==> config.mk <==
export PLATFORM = sky130hd
export DESIGN_NAME = prefix_expression_stack_evaluator
export DESIGN_NICKNAME = d
export VERILOG_FILES = /design/src/hw/rtl/pese_pkg.sv /design/src/hw/rtl/pese_div.sv /design/src/hw/rtl/pese_dp.sv /design/src/hw/rtl/pese_ctrl.sv /design/src/hw/rtl/prefix_expression_stack_evaluator.sv
export SDC_FILE = /design/constraint.sdc
export NUM_CORES = 1
export LEC_CHECK = 0
export BUFFER_PORTS_ARGS = -buffer_cell sky130_fd_sc_hd__buf_2
export CORE_MARGIN = 2
export CORE_UTILIZATION = 45
export CTS_CLUSTER_SIZE = 8
export DETAILED_ROUTE_END_ITERATION = 12
export MAX_ROUTING_LAYER = met4
export PLACE_DENSITY = 0.58
export SYNTH_ARGS = -nofsm -noshare
export SYNTH_HDL_FRONTEND = slang
export SYNTH_SLANG_ARGS = --single-unit
==> constraint.sdc <==
create_clock -name aclk -period 10.4 [get_ports aclk]
set_input_delay 0.52 -clock aclk [delete_from_list [all_inputs] [get_ports aclk]]
set_output_delay 0.52 -clock aclk [all_outputs]
set_load 0.05 [all_outputs]
==> src/hw/rtl/pese_pkg.sv <==
// shared constants, token codes and controller/datapath interface types
// for the prefix expression stack evaluator; no dependencies
package pese_pkg;

    localparam int WORD_W      = 16;
    localparam int STACK_DEPTH = 32;
    localparam int PTR_W       = $clog2(STACK_DEPTH);
    localparam int DEPTH_W     = $clog2(STACK_DEPTH + 1);
    localparam int DIV_CNT_W   = $clog2(WORD_W + 1);

    // token kinds
    localparam logic [1:0] KIND_OPERAND  = 2'd0;
    localparam logic [1:0] KIND_OPERATOR = 2'd1;
    localparam logic [1:0] KIND_END      = 2'd2;

    // operator codes
    localparam logic [2:0] OP_ADD = 3'd0;
    localparam logic [2:0] OP_SUB = 3'd1;
    localparam logic [2:0] OP_MUL = 3'd2;
    localparam logic [2:0] OP_DIV = 3'd3;
    localparam logic [2:0] OP_MOD = 3'd4;

    // error codes
    localparam logic [1:0] ERR_NONE  = 2'd0;
    localparam logic [1:0] ERR_DIV0  = 2'd1;
    localparam logic [1:0] ERR_OVER  = 2'd2;
    localparam logic [1:0] ERR_UNDER = 2'd3;

    typedef logic signed [WORD_W-1:0] word_t;

    // controller to datapath commands
    typedef struct packed {
        logic latch_op;   // store opcode of an accepted operator word
        logic push_in;    // push the operand of the accepted word
        logic pop;        // pop top of stack into the read register
        logic cap_a;      // capture popped value as first operand
        logic exec;       // second operand popped, run alu or start divider
        logic div_res;    // capture divider result
        logic push_res;   // push the operator result
        logic finish;     // load result word, clear stack and error
    } pese_cmd_t;

    // datapath to controller status
    typedef struct packed {
        logic is_div;     // held opcode is divide or modulo
        logic div_zero;   // popped second operand is zero
        logic div_done;   // divider finished
        logic out_free;   // output register can take a result word
    } pese_sts_t;

endpackage

==> src/hw/rtl/pese_div.sv <==
// 16-step restoring signed divider, one quotient bit per cycle
// depends on pese_pkg
module pese_div (
    input  logic          aclk,
    input  logic          aresetn,
    input  logic          start,
    input  pese_pkg::word_t dividend,
    input  pese_pkg::word_t divisor,
    output logic          done,
    output pese_pkg::word_t quotient,
    output pese_pkg::word_t remainder
);
    import pese_pkg::*;

    logic [DIV_CNT_W-1:0] cnt_reg, cnt_next;
    logic                 done_reg, done_next;
    logic [WORD_W-1:0]    dvd_reg, dvd_next;
    logic [WORD_W-1:0]    rem_reg, rem_next;
    logic [WORD_W-1:0]    dvs_reg, dvs_next;
    logic                 neg_q_reg, neg_q_next;
    logic                 neg_r_reg, neg_r_next;

    logic [WORD_W-1:0]    a_mag, b_mag;
    logic [WORD_W:0]      shifted, diff;
    logic                 ge;

    assign a_mag   = dividend[WORD_W-1] ? (WORD_W)'(-dividend) : dividend;
    assign b_mag   = divisor[WORD_W-1]  ? (WORD_W)'(-divisor)  : divisor;
    assign shifted = {rem_reg, dvd_reg[WORD_W-1]};
    assign ge      = shifted >= {1'b0, dvs_reg};
    assign diff    = shifted - {1'b0, dvs_reg};

    always_comb begin
        cnt_next   = cnt_reg;
        done_next  = 1'b0;
        dvd_next   = dvd_reg;
        rem_next   = rem_reg;
        dvs_next   = dvs_reg;
        neg_q_next = neg_q_reg;
        neg_r_next = neg_r_reg;
        if (start) begin
            cnt_next   = DIV_CNT_W'(WORD_W);
            dvd_next   = a_mag;
            rem_next   = '0;
            dvs_next   = b_mag;
            neg_q_next = dividend[WORD_W-1] ^ divisor[WORD_W-1];
            neg_r_next = dividend[WORD_W-1];
        end else if (cnt_reg != '0) begin
            cnt_next  = cnt_reg - DIV_CNT_W'(1);
            done_next = (cnt_reg == DIV_CNT_W'(1));
            rem_next  = ge ? diff[WORD_W-1:0] : shifted[WORD_W-1:0];
            dvd_next  = {dvd_reg[WORD_W-2:0], ge};
        end
    end

    always_ff @(posedge aclk) begin
        if (!aresetn) begin
            cnt_reg  <= '0;
            done_reg <= 1'b0;
        end else begin
            cnt_reg  <= cnt_next;
            done_reg <= done_next;
        end
    end

    always_ff @(posedge aclk) begin
        dvd_reg   <= dvd_next;
        rem_reg   <= rem_next;
        dvs_reg   <= dvs_next;
        neg_q_reg <= neg_q_next;
        neg_r_reg <= neg_r_next;
    end

    assign done      = done_reg;
    assign quotient  = neg_q_reg ? word_t'(-dvd_reg) : word_t'(dvd_reg);
    assign remainder = neg_r_reg ? word_t'(-rem_reg) : word_t'(rem_reg);

endmodule

==> src/hw/rtl/pese_dp.sv <==
// datapath: operand stack memory, depth and sticky error, alu, divider,
// output register; depends on pese_pkg and pese_div
module pese_dp (
    input  logic                aclk,
    input  logic                aresetn,
    input  pese_pkg::word_t     s_operand_value,
    input  logic [2:0]          s_opcode,
    input  pese_pkg::pese_cmd_t cmd,
    output pese_pkg::pese_sts_t sts,
    input  logic                m_ready,
    output logic                m_valid,
    output pese_pkg::word_t     m_result_value,
    output logic [1:0]          m_error_code
);
    import pese_pkg::*;

    word_t               stack_mem [STACK_DEPTH];
    word_t               rd_data_reg;

    logic [DEPTH_W-1:0]  depth_reg, depth_next;
    logic [1:0]          sticky_reg, sticky_next;
    logic                empty_pop_reg, empty_pop_next;
    logic [2:0]          opcode_reg;
    word_t               a_reg;
    word_t               res_reg, res_next;
    logic                m_valid_reg, m_valid_next;
    word_t               m_result_reg;
    logic [1:0]          m_error_reg;

    logic [DEPTH_W-1:0]  depth_m1;
    logic                empty, full;
    logic                push;
    word_t               push_data;
    word_t               pop_val;
    logic signed [2*WORD_W-1:0] prod;
    word_t               alu_res;
    logic                flag;
    logic [1:0]          flag_code;
    logic                div_start;
    word_t               div_quo, div_rem;
    logic                div_done;

    assign depth_m1  = depth_reg - DEPTH_W'(1);
    assign empty     = (depth_reg == '0);
    assign full      = (depth_reg == DEPTH_W'(STACK_DEPTH));
    assign push      = cmd.push_in || cmd.push_res;
    assign push_data = cmd.push_in ? s_operand_value : res_reg;
    assign pop_val   = empty_pop_reg ? word_t'(0) : rd_data_reg;

    assign sts.is_div   = (opcode_reg == OP_DIV) || (opcode_reg == OP_MOD);
    assign sts.div_zero = (pop_val == word_t'(0));
    assign sts.div_done = div_done;
    assign sts.out_free = !m_valid_reg || m_ready;

    assign div_start = cmd.exec && sts.is_div && !sts.div_zero;

    pese_div u_div (
        .aclk      (aclk),
        .aresetn   (aresetn),
        .start     (div_start),
        .dividend  (a_reg),
        .divisor   (pop_val),
        .done      (div_done),
        .quotient  (div_quo),
        .remainder (div_rem)
    );

    // low half of the product is the wrapped 16-bit result
    assign prod = a_reg * pop_val;

    always_comb begin
        case (opcode_reg)
            OP_ADD:  alu_res = a_reg + pop_val;
            OP_SUB:  alu_res = a_reg - pop_val;
            OP_MUL:  alu_res = prod[WORD_W-1:0];
            default: alu_res = '0;
        endcase
    end

    // error sources; only the first since the last end word is kept
    always_comb begin
        flag      = 1'b0;
        flag_code = ERR_NONE;
        if (cmd.pop && empty) begin
            flag      = 1'b1;
            flag_code = ERR_UNDER;
        end
        if (push && full) begin
            flag      = 1'b1;
            flag_code = ERR_OVER;
        end
        if (cmd.exec && sts.is_div && sts.div_zero) begin
            flag      = 1'b1;
            flag_code = ERR_DIV0;
        end
    end

    always_comb begin
        depth_next     = depth_reg;
        sticky_next    = sticky_reg;
        empty_pop_next = empty_pop_reg;
        res_next       = res_reg;
        m_valid_next   = m_valid_reg && !m_ready;
        if (flag && sticky_reg == ERR_NONE) begin
            sticky_next = flag_code;
        end
        if (cmd.pop) begin
            empty_pop_next = empty;
            if (!empty) begin
                depth_next = depth_m1;
            end
        end
        if (push && !full) begin
            depth_next = depth_reg + DEPTH_W'(1);
        end
        if (cmd.exec) begin
            res_next = alu_res;
        end
        if (cmd.div_res) begin
            res_next = (opcode_reg == OP_MOD) ? div_rem : div_quo;
        end
        if (cmd.finish) begin
            depth_next   = '0;
            sticky_next  = ERR_NONE;
            m_valid_next = 1'b1;
        end
    end

    always_ff @(posedge aclk) begin
        if (!aresetn) begin
            depth_reg     <= '0;
            sticky_reg    <= ERR_NONE;
            empty_pop_reg <= 1'b0;
            m_valid_reg   <= 1'b0;
        end else begin
            depth_reg     <= depth_next;
            sticky_reg    <= sticky_next;
            empty_pop_reg <= empty_pop_next;
            m_valid_reg   <= m_valid_next;
        end
    end

    // stack memory: one write port, one registered read port
    always_ff @(posedge aclk) begin
        if (push && !full) begin
            stack_mem[depth_reg[PTR_W-1:0]] <= push_data;
        end
        if (cmd.pop) begin
            rd_data_reg <= stack_mem[depth_m1[PTR_W-1:0]];
        end
    end

    always_ff @(posedge aclk) begin
        res_reg <= res_next;
        if (cmd.latch_op) begin
            opcode_reg <= s_opcode;
        end
        if (cmd.cap_a) begin
            a_reg <= pop_val;
        end
        if (cmd.finish) begin
            m_result_reg <= pop_val;
            m_error_reg  <= sticky_reg;
        end
    end

    assign m_valid        = m_valid_reg;
    assign m_result_value = m_result_reg;
    assign m_error_code   = m_error_reg;

endmodule

==> src/hw/rtl/pese_ctrl.sv <==
// controller state machine: sequences pops, alu or divider and push per word
// depends on pese_pkg
module pese_ctrl (
    input  logic                aclk,
    input  logic                aresetn,
    input  logic                s_valid,
    input  logic [1:0]          s_kind,
    input  logic [2:0]          s_opcode,
    input  pese_pkg::pese_sts_t sts,
    output logic                s_ready,
    output pese_pkg::pese_cmd_t cmd
);
    import pese_pkg::*;

    typedef enum logic [5:0] {
        ST_IDLE = 6'b000001,
        ST_POP2 = 6'b000010,
        ST_OPS  = 6'b000100,
        ST_DIVW = 6'b001000,
        ST_PUSH = 6'b010000,
        ST_END  = 6'b100000
    } state_t;

    state_t state_reg, state_next;
    logic   accept;

    always_comb begin
        state_next = state_reg;
        cmd        = '0;
        s_ready    = (state_reg == ST_IDLE);
        accept     = s_valid && s_ready;
        case (state_reg)
            ST_IDLE: begin
                if (accept) begin
                    case (s_kind)
                        KIND_OPERAND: begin
                            cmd.push_in = 1'b1;
                        end
                        KIND_OPERATOR: begin
                            if (s_opcode <= OP_MOD) begin
                                cmd.latch_op = 1'b1;
                                cmd.pop      = 1'b1;
                                state_next   = ST_POP2;
                            end
                        end
                        KIND_END: begin
                            cmd.pop    = 1'b1;
                            state_next = ST_END;
                        end
                        default: begin
                        end
                    endcase
                end
            end
            ST_POP2: begin
                cmd.cap_a  = 1'b1;
                cmd.pop    = 1'b1;
                state_next = ST_OPS;
            end
            ST_OPS: begin
                cmd.exec   = 1'b1;
                state_next = (sts.is_div && !sts.div_zero) ? ST_DIVW : ST_PUSH;
            end
            ST_DIVW: begin
                if (sts.div_done) begin
                    cmd.div_res = 1'b1;
                    state_next  = ST_PUSH;
                end
            end
            ST_PUSH: begin
                cmd.push_res = 1'b1;
                state_next   = ST_IDLE;
            end
            ST_END: begin
                if (sts.out_free) begin
                    cmd.finish = 1'b1;
                    state_next = ST_IDLE;
                end
            end
            default: begin
                state_next = ST_IDLE;
            end
        endcase
    end

    always_ff @(posedge aclk) begin
        if (!aresetn) begin
            state_reg <= ST_IDLE;
        end else begin
            state_reg <= state_next;
        end
    end

endmodule

==> src/hw/rtl/prefix_expression_stack_evaluator.sv <==
// Prefix expression evaluator with a 32-word operand stack. Tokens arrive as
// words on the s_ channel from the last token of the expression to the first:
// an operand word (kind 0) pushes its 16-bit signed value, an operator word
// (kind 1) pops the first operand, then the second, computes first op second
// with 16-bit wraparound (divide truncates toward zero, the remainder takes
// the dividend's sign) and pushes the result, and an end word (kind 2) pops
// the final value and sends it on the m_ channel with the first error seen
// since the previous end word, then empties the stack. Underflow pops give 0,
// pushes onto a full stack are dropped, division or modulo by zero gives 0,
// each flagging its error code. Operator codes 5 to 7 and kind 3 are ignored.
// Steps: an operand word is pushed as it is taken; an operator word goes
// through the pop, pop, execute, optional divider wait (the 16-step
// one-bit-per-cycle divider) and push states; an end word pops and then
// waits until the output register is free. The stack is a single-port-read
// memory, so an operator's two pops are done in separate states. The result
// sits in an output register, so new words are taken while it waits on m_ready.
// depends on pese_pkg, pese_ctrl, pese_dp
module prefix_expression_stack_evaluator (
    input  logic              aclk,
    input  logic              aresetn,
    // token input channel
    input  logic              s_valid,
    output logic              s_ready,
    input  logic [1:0]        s_kind,
    input  pese_pkg::word_t   s_operand_value,
    input  logic [2:0]        s_opcode,
    // result channel
    output logic              m_valid,
    input  logic              m_ready,
    output pese_pkg::word_t   m_result_value,
    output logic [1:0]        m_error_code
);
    import pese_pkg::*;

    // command and status between controller and datapath
    pese_cmd_t cmd;
    pese_sts_t sts;

    // controller: decodes the accepted word and steps through pop, pop,
    // execute, optional divider wait and push
    pese_ctrl u_ctrl (
        .aclk     (aclk),
        .aresetn  (aresetn),
        .s_valid  (s_valid),
        .s_kind   (s_kind),
        .s_opcode (s_opcode),
        .sts      (sts),
        .s_ready  (s_ready),
        .cmd      (cmd)
    );

    // datapath: stack memory, depth counter, sticky error, alu, divider
    // and the output register
    pese_dp u_dp (
        .aclk            (aclk),
        .aresetn         (aresetn),
        .s_operand_value (s_operand_value),
        .s_opcode        (s_opcode),
        .cmd             (cmd),
        .sts             (sts),
        .m_ready         (m_ready),
        .m_valid         (m_valid),
        .m_result_value  (m_result_value),
        .m_error_code    (m_error_code)
    );

    // an operator result push never overlaps with taking a new word
    a_push_res_busy: assert property (@(posedge aclk) disable iff (!aresetn)
        cmd.push_res |-> !s_ready)
        else $error("operator push while input ready");

    // a result never overwrites one that has not been taken
    a_finish_no_overwrite: assert property (@(posedge aclk) disable iff (!aresetn)
        cmd.finish |-> (!m_valid || m_ready))
        else $error("result overwritten");

    // finishing an expression always presents a result next cycle
    a_finish_valid: assert property (@(posedge aclk) disable iff (!aresetn)
        cmd.finish |=> m_valid)
        else $error("finished expression without result");

    // the divider only completes while its result is waited for
    a_div_done_used: assert property (@(posedge aclk) disable iff (!aresetn)
        sts.div_done |-> cmd.div_res)
        else $error("divider result not captured");

endmodule

## After elaboration in Yosys (flattened, before gate mapping)

Memory sizes are Yosys's and may differ from the RTL's. A register that Yosys moved wholly into a read port is not among the register bits.
Cells that the tools add are included.

| operators by class | value |
|---|---|
| add/subtract/negate cells | 10 |
| $mul | 1 |
| $lt $le $gt $ge | 2 |
| equality and inequality tests | 20 |
| multiplexer cells | 48 |
| bitwise operators | 3 |
| reduce and logical (&&, ||, !) cells | 31 |

Operators by type and width:

| operator | number |
|---|---|
| 2-to-1 mux 16 bit | 11 |
| negation 16 bit | 4 |
| one-hot mux 16 bit (3 select lines) | 1 |
| 2-to-1 mux 6 bit | 7 |
| subtractor 16 bit | 2 |
| one-hot mux 6 bit (5 select lines) | 1 |
| greater-or-equal comparator 17 x 16 -> 1 bit | 1 |
| adder 16 bit | 1 |
| zero test 16 bit | 1 |
| multiplier 16 x 16 -> 16 bit | 1 |
| 2-to-1 mux 1 bit | 16 |
| 2-to-1 mux 15 bit | 1 |
| 2-to-1 mux 5 bit | 3 |
| == test 6 bit (second input constant) | 2 |
| one-hot mux 6 bit (2 select lines) | 1 |
| logical AND 1 bit | 10 |
| 2-to-1 mux 2 bit | 4 |
| adder 6 x 1 -> 6 bit (second input constant) | 1 |
| == test 3 x 2 -> 1 bit (second input constant) | 2 |
| == test 6 x 1 -> 1 bit (second input constant) | 1 |
| == test 6 x 2 -> 1 bit (second input constant) | 1 |
| == test 6 x 3 -> 1 bit (second input constant) | 1 |
| == test 6 x 4 -> 1 bit (second input constant) | 1 |
| == test 6 x 5 -> 1 bit (second input constant) | 1 |
| other kinds (27) | 40 |

| storage, ports and cells | value |
|---|---|
| bits in registers | 125 |
| memory bits (writable) | 512 |
| input port bits | 25 |
| logic and storage cells | 135 |
| memories kept | 1 |

Memories:

| name | depth | width | read ports | clocked after Yosys merged registers in | write ports | line | text |
|---|---|---|---|---|---|---|---|
| u_dp.stack_mem | 32 | 16 | 1 | 1 | 1 | pese_dp.sv:17 | `word_t stack_mem [STACK_DEPTH];` |

## Depth between registers and ports, before layout

| logic depth | value |
|---|---|
| depth after elaboration | 10 |
| depth in mapped cells | 26 |
| depth with buffers taken out | 23 |

## Hierarchy

A second synthesis with hierarchy kept.

| unflattened totals | value |
|---|---|
| cells, all modules | 2225 |
| area total of the unflattened synthesis | 32934.1 µm² |

By module, submodules not included:

| module | times used | cells each | area each (µm²) | sequential area each (µm²) |
|---|---|---|---|---|
| pese_dp | 1 | 1684 | 28139.5 | 17646.9 |
| pese_div | 1 | 485 | 4332.9 | 1461.4 |
| pese_ctrl | 1 | 56 | 461.7 | 120.1 |

## Worst setup path before layout

No wires, ideal clock.

| path | value |
|---|---|
| path type | reg-to-reg |
| start | register u_dp.empty_pop_reg |
| end | register u_dp.res_reg[14], data pin |
| setup time | 262 ps |
| arrival | 5927 ps |
| slack | 4211 ps |
| cell stages (with the launch flop) | 23 |
| buffers on the path | 4 |
| period minus slack after synthesis | 6189 ps |
| path through | dfxtp_1 -> buf_6 -> clkbuf_1 -> clkbuf_1 -> nor2b_1 -> clkbuf_1 -> nand2_1 -> fa_1 -> fa_1 -> fa_1 -> fa_1 -> inv_1 -> fa_1 -> inv_1 -> fa_1 -> inv_1 -> ha_1 -> and3_1 -> a211oi_1 -> a211oi_1 -> xnor2_1 -> a22oi_1 -> a21oi_1 |

| between the ends | value |
|---|---|
| cells in the longest elaborated chain, start to end | 5 |
| elaborated cells on any way between the ends | 7 |
| classes of those cells | 2 x add/sub; 1 x mul; 4 x mux |

Ends and longest elaborated chain:

| element | line | text |
|---|---|---|
| from (decl) | pese_dp.sv:22 | `logic empty_pop_reg, empty_pop_next;` |
| from (signal assigned) | pese_dp.sv:138 | `empty_pop_reg <= empty_pop_next;` |
| 2-to-1 mux 16 bit * | pese_dp.sv:48 | `assign pop_val = empty_pop_reg ? word_t'(0) : rd_data_reg;` |
| via u_dp.pop_val[1] | pese_dp.sv:34 | `word_t pop_val;` |
| multiplier 16 x 16 -> 16 bit (tied with other cells) | pese_dp.sv:69 | `assign prod = a_reg * pop_val;` |
| one-hot mux 16 bit (3 select lines) * | pese_dp.sv:72 | `case (opcode_reg)` |
| 2-to-1 mux 16 bit * | pese_dp.sv:116 | `if (cmd.exec) begin` |
| 2-to-1 mux 16 bit * | pese_dp.sv:119 | `if (cmd.div_res) begin` |
| via u_dp.res_next[14] | pese_dp.sv:25 | `word_t res_reg, res_next;` |
| to (signal assigned) | pese_dp.sv:154 | `res_reg <= res_next;` |
| to (decl) | pese_dp.sv:25 |  |

Mark *: on every way through the listed nets, which the timed path passes. The rest lies on a longest branch. The select of a mux whose other input is x is not followed.
A chain may end at the register's enable or synchronous reset.

## Worst setup path after layout

| path | value |
|---|---|
| start | register u_dp.empty_pop_reg |
| end | register u_dp.res_reg[14], data pin |

| between the ends | value |
|---|---|
| cells in the longest elaborated chain, start to end | 5 |
| elaborated cells on any way between the ends | 7 |
| classes of those cells | 2 x add/sub; 1 x mul; 4 x mux |

Ends and longest elaborated chain:

| element | line |
|---|---|
| 2-to-1 mux 16 bit * | pese_dp.sv:48 |
| multiplier 16 x 16 -> 16 bit (tied with other cells) | pese_dp.sv:69 |
| one-hot mux 16 bit (3 select lines) * | pese_dp.sv:72 |
| 2-to-1 mux 16 bit * | pese_dp.sv:116 |
| 2-to-1 mux 16 bit * | pese_dp.sv:119 |
| via u_dp.res_next[14] | pese_dp.sv:25 |

Marks and branches as above.

==> summary.txt <==
Timing
  – Max frequency: 147 MHz
  – Post-Route Setup TNS: 0 ns
  – Final setup viols: 0
  – Worst setup margin: around 3.6 ns
  – Max Transition Viols Final: 0
  – Final hold violations: 0
  – Tmin final: 6.82 ns
  – Rel. slew slack: 0.159
  – RSZ-0062 raised after global routing: no
  – WHS: between 0.05 and 0.06 ns
  – Final worst-path cycle share: 0.656
  – Worst clock skew: roughly 0.046 ns
  – Worst-margin pin slew: 1.26 ns

Setup path
  – Cell breakdown of the critical path: buf_4 -> nor2b_1 -> and2_1 -> fa_1 -> inv_1 -> fa_1 -> fa_1 -> fa_1 -> inv_1 -> fa_1 -> inv_1 -> fa_1 -> inv_1 -> ha_1 -> and3_1 -> a211oi_1 -> a211oi_1 -> xnor2_1 -> a22oi_1 -> a21oi_1
  – Reg2reg end: u_dp.res_reg[14]
  – Cell mode on critical path: fa_1
  – CP max stage delay: 0.94 ns
  – Critical Path RT: between 10 and 15 ns
  – Worst R2R Path Depth: 20
  – Worst r2r src: u_dp.empty_pop_reg
  – WP data arrival: slightly above 7 ns
  – Setup crit start kind: register
  – Start point of the critical path: u_dp.empty_pop_reg
  – Crit Path Class: reg2reg
  – Worst setup path endpoint: u_dp.res_reg[14]
  – Setup crit end kind: register
  – Reg-to-reg setup timing slack: ~3.6 ns
  – CP max stage cell: nor2b_1
  – Critical path fanouts, max: 29

Flow run
  – Max-cap violations: 0

Yosys
  – Post-synthesis sequential area ratio: 0.587
  – Syn Std Cell Area: ~33000 um^2
  – Average size of a mapped cell: around 15 um^2
  – Yosys cell types: 78
  – Synth top area share: 0.564
  – Post-synth EDFFs: roughly 620
  – Synth area leader: edfxtp_1
  – Yosys warns: 0
  – Cell count after synthesis: approximately 2200
  – Syn_nets: roughly 2400
  – Ys async rst share: 0
  – Main area contributors after synthesis: edfxtp_1 (56%), mux4_2 (11%), fa_1 (5.0%)
  – Top FF cell, synth: edfxtp_1
  – Seq cells post-synth: about 650

GRT
  – Initial antenna violation count: 1
  – GRT Util Overall: 0.231
  – GR Overflow Total: 0
  – Largest net degree at the start of global routing: between 100 and 150
  – Vias in the first global route: 19500
  – First-pass GRT wire length: about 120000 um

Route
  – Initial DRC count: roughly 1600
  – Drt wl/cell: 25.1 um
  – ANT nets after route: 0
  – Vias: 19000
  – DR pass1 iterations: 5
  – DRC: 0
  – Overall routed net length: around 82000 um
  – Via density per instance: between 5 and 6

Run status
  – Status: completed

Clocking
  – CTS tree: yes
  – Total CTS buffers: 92
  – Cts hold-fix bufs: 0
  – CTS root buffer: clkbuf_16
  – Clock slew at reported path FFs: approximately 0.05 ns
  – Clk buf depth: 3
  – H-Tree Depth: 3
  – CTS resizes: 0
  – Postcts setup bufs: 0
  – CTS Sinks: 653
  – Worst skew pair latency: between 0.6 and 0.7 ns

Worst hold path
  – HP Class: in2reg

Final layout
  – Max FFs per register: a little over 500
  – Nets: 2520
  – Layout overhead on the synthesized area: 12.7%
  – Share of layout cells above drive strength 1: 0.190
  – Core Util, Final: 0.514

Die
  – Io pins: 45
  – Initial Util: 0.457
  – Core ar.: between 70000 and 80000 um^2
  – Die footprint: 75000 um^2
  – Die height: around 270 um
  – Die Width: about 270 um
  – # rows: around 100

Power
  – Maximum vdd ir drop: between 0.5 and 0.6 mV
  – Pleak: approximately 13 nW
  – Pwr dens: between 300 and 400 nW/um^2

Place
  – GPL Wtd Cong: ~0.9
  – Pre-CTS setup slack: about 3.5 ns
  – PortBufs: 44
  – Post-DP HPWL: roughly 53000 um
==> layer usage <==
layer / up-vias / global-route usage / share of wire
li1: 8412 / - / -
met1: 9901 / 0.322 / 0.44
met2: 594 / 0.359 / 0.48
met3: 120 / 0.0320 / 0.058
met4: 0 / 0.0624 / 0.022
met5: - / - / 0
==> cells by family (layout without fill, tap and decap cells) <==
| group | Yosys count | in the layout | synth area share |
|---|---|---|---|
| muxes | 209 | 209 | 0.126 |
| buffers and inverters | 284 | 392 | 0.0335 |
| adders and majority gates | 189 | 189 | 0.0908 |
| and+or+nand+nor | 507 | 507 | 0.0751 |
| AOI/OAI and AO/OA | 248 | 248 | 0.0497 |
| other | 0 | 2 | 0 |
| xor gates and xnor gates | 136 | 136 | 0.0376 |
| DFF | 653 | 653 | 0.587 |
==> how the worst min path moves through the flow <==
stage	startpoint	endpoint	depth (start not counted)
after floorplan	u_dp.a_reg[15]	u_dp.u_div.neg_r_reg	0
after global placement	u_dp.sticky_reg[1]	u_dp.m_error_code[1]	0
after detailed placement	u_dp.sticky_reg[0]	u_dp.m_error_code[0]	0
after CTS	s_opcode[2]	u_dp.opcode_reg[2]	1
after global routing	s_opcode[0]	u_dp.opcode_reg[0]	1
final	s_opcode[2]	u_dp.opcode_reg[2]	1
==> synthesized netlist by cell type (8+ instances only) <==
cell      number
edfxtp_1     615
inv_1        174
mux4_2       160
nand2_1      160
nor2_1       121
ha_1         108
clkbuf_1      88
fa_1          81
xnor2_1       69
and2_1        66
a21oi_1       65
xor2_1        64
o21ai_0       56
dfxtp_1       38
mux2_2        32
nor3_1        31
nor2b_1       28
o31ai_1       17
mux2i_1       16
nand2b_1      15
a21o_1        14
or3_1         13
a211oi_1      12
nand3_1       12
and3_1        11
nand4_1       11
a221oi_1      10
buf_2         10
o21ai_1       10
or4_1          9
nor4_1         8
o21a_1         8
o41ai_1        8
==> final cells by class <==
| class | instances | area [um^2] |
|---|---|---|
| diodes | 2 | 5.00 |
| clock buffers | 113 | 2400 |
| clock inverters | 9 | 244 |
| fillers | 5936 | 34800 |
| inverters | 176 | 661 |
| multi-input cells | 1289 | 12600 |
| flip-flops and latches | 653 | 19200 |
| well taps | 950 | 1190 |
| repair buffers | 94 | 608 |
==> power by group <==
group          total [mW]  internal, mW  leakage, nW  switching, mW
registers            3.31          3.11         5.86          0.208
logic                5.27          2.38         5.89           2.88
clock network        2.76          1.66         1.27           1.10
==> critical path: cells and delay by family (launching register included) <==
kind	cells	cell delay, ns
buffers and inverters	5	0.53
and+or+nand+nor	3	1.41
DFF	1	0.47
adders and majority gates	7	3.16
AOI/OAI and AO/OA	4	0.77
xor gates and xnor gates	1	0.15
==> stage by stage <==
step	std cells	power, mW	cell area (um^2)
floorplan	2226	7.39	32800
global placement	3162	8.63	34200
detailed placement	3162	8.66	34200
CTS	3284	11.5	36900
global route	3284	12.2	36900
finish	3286	11.3	36900
==> layout by cell type (no fill, tap or decap), drive strengths merged, types with 38 or more instances in the layout <==
cell | synthesis | layout
xor2 | 64 | 64
edfxtp | 615 | 615
fa | 81 | 81
ha | 108 | 108
a21oi | 66 | 66
nor2 | 121 | 121
and2 | 66 | 66
buf | 20 | 94
nand2 | 161 | 161
xnor2 | 69 | 69
mux4 | 160 | 160
o21ai | 67 | 67
clkbuf | 88 | 113
dfxtp | 38 | 38
inv | 175 | 175
Power figures use the tool's default switching activity.
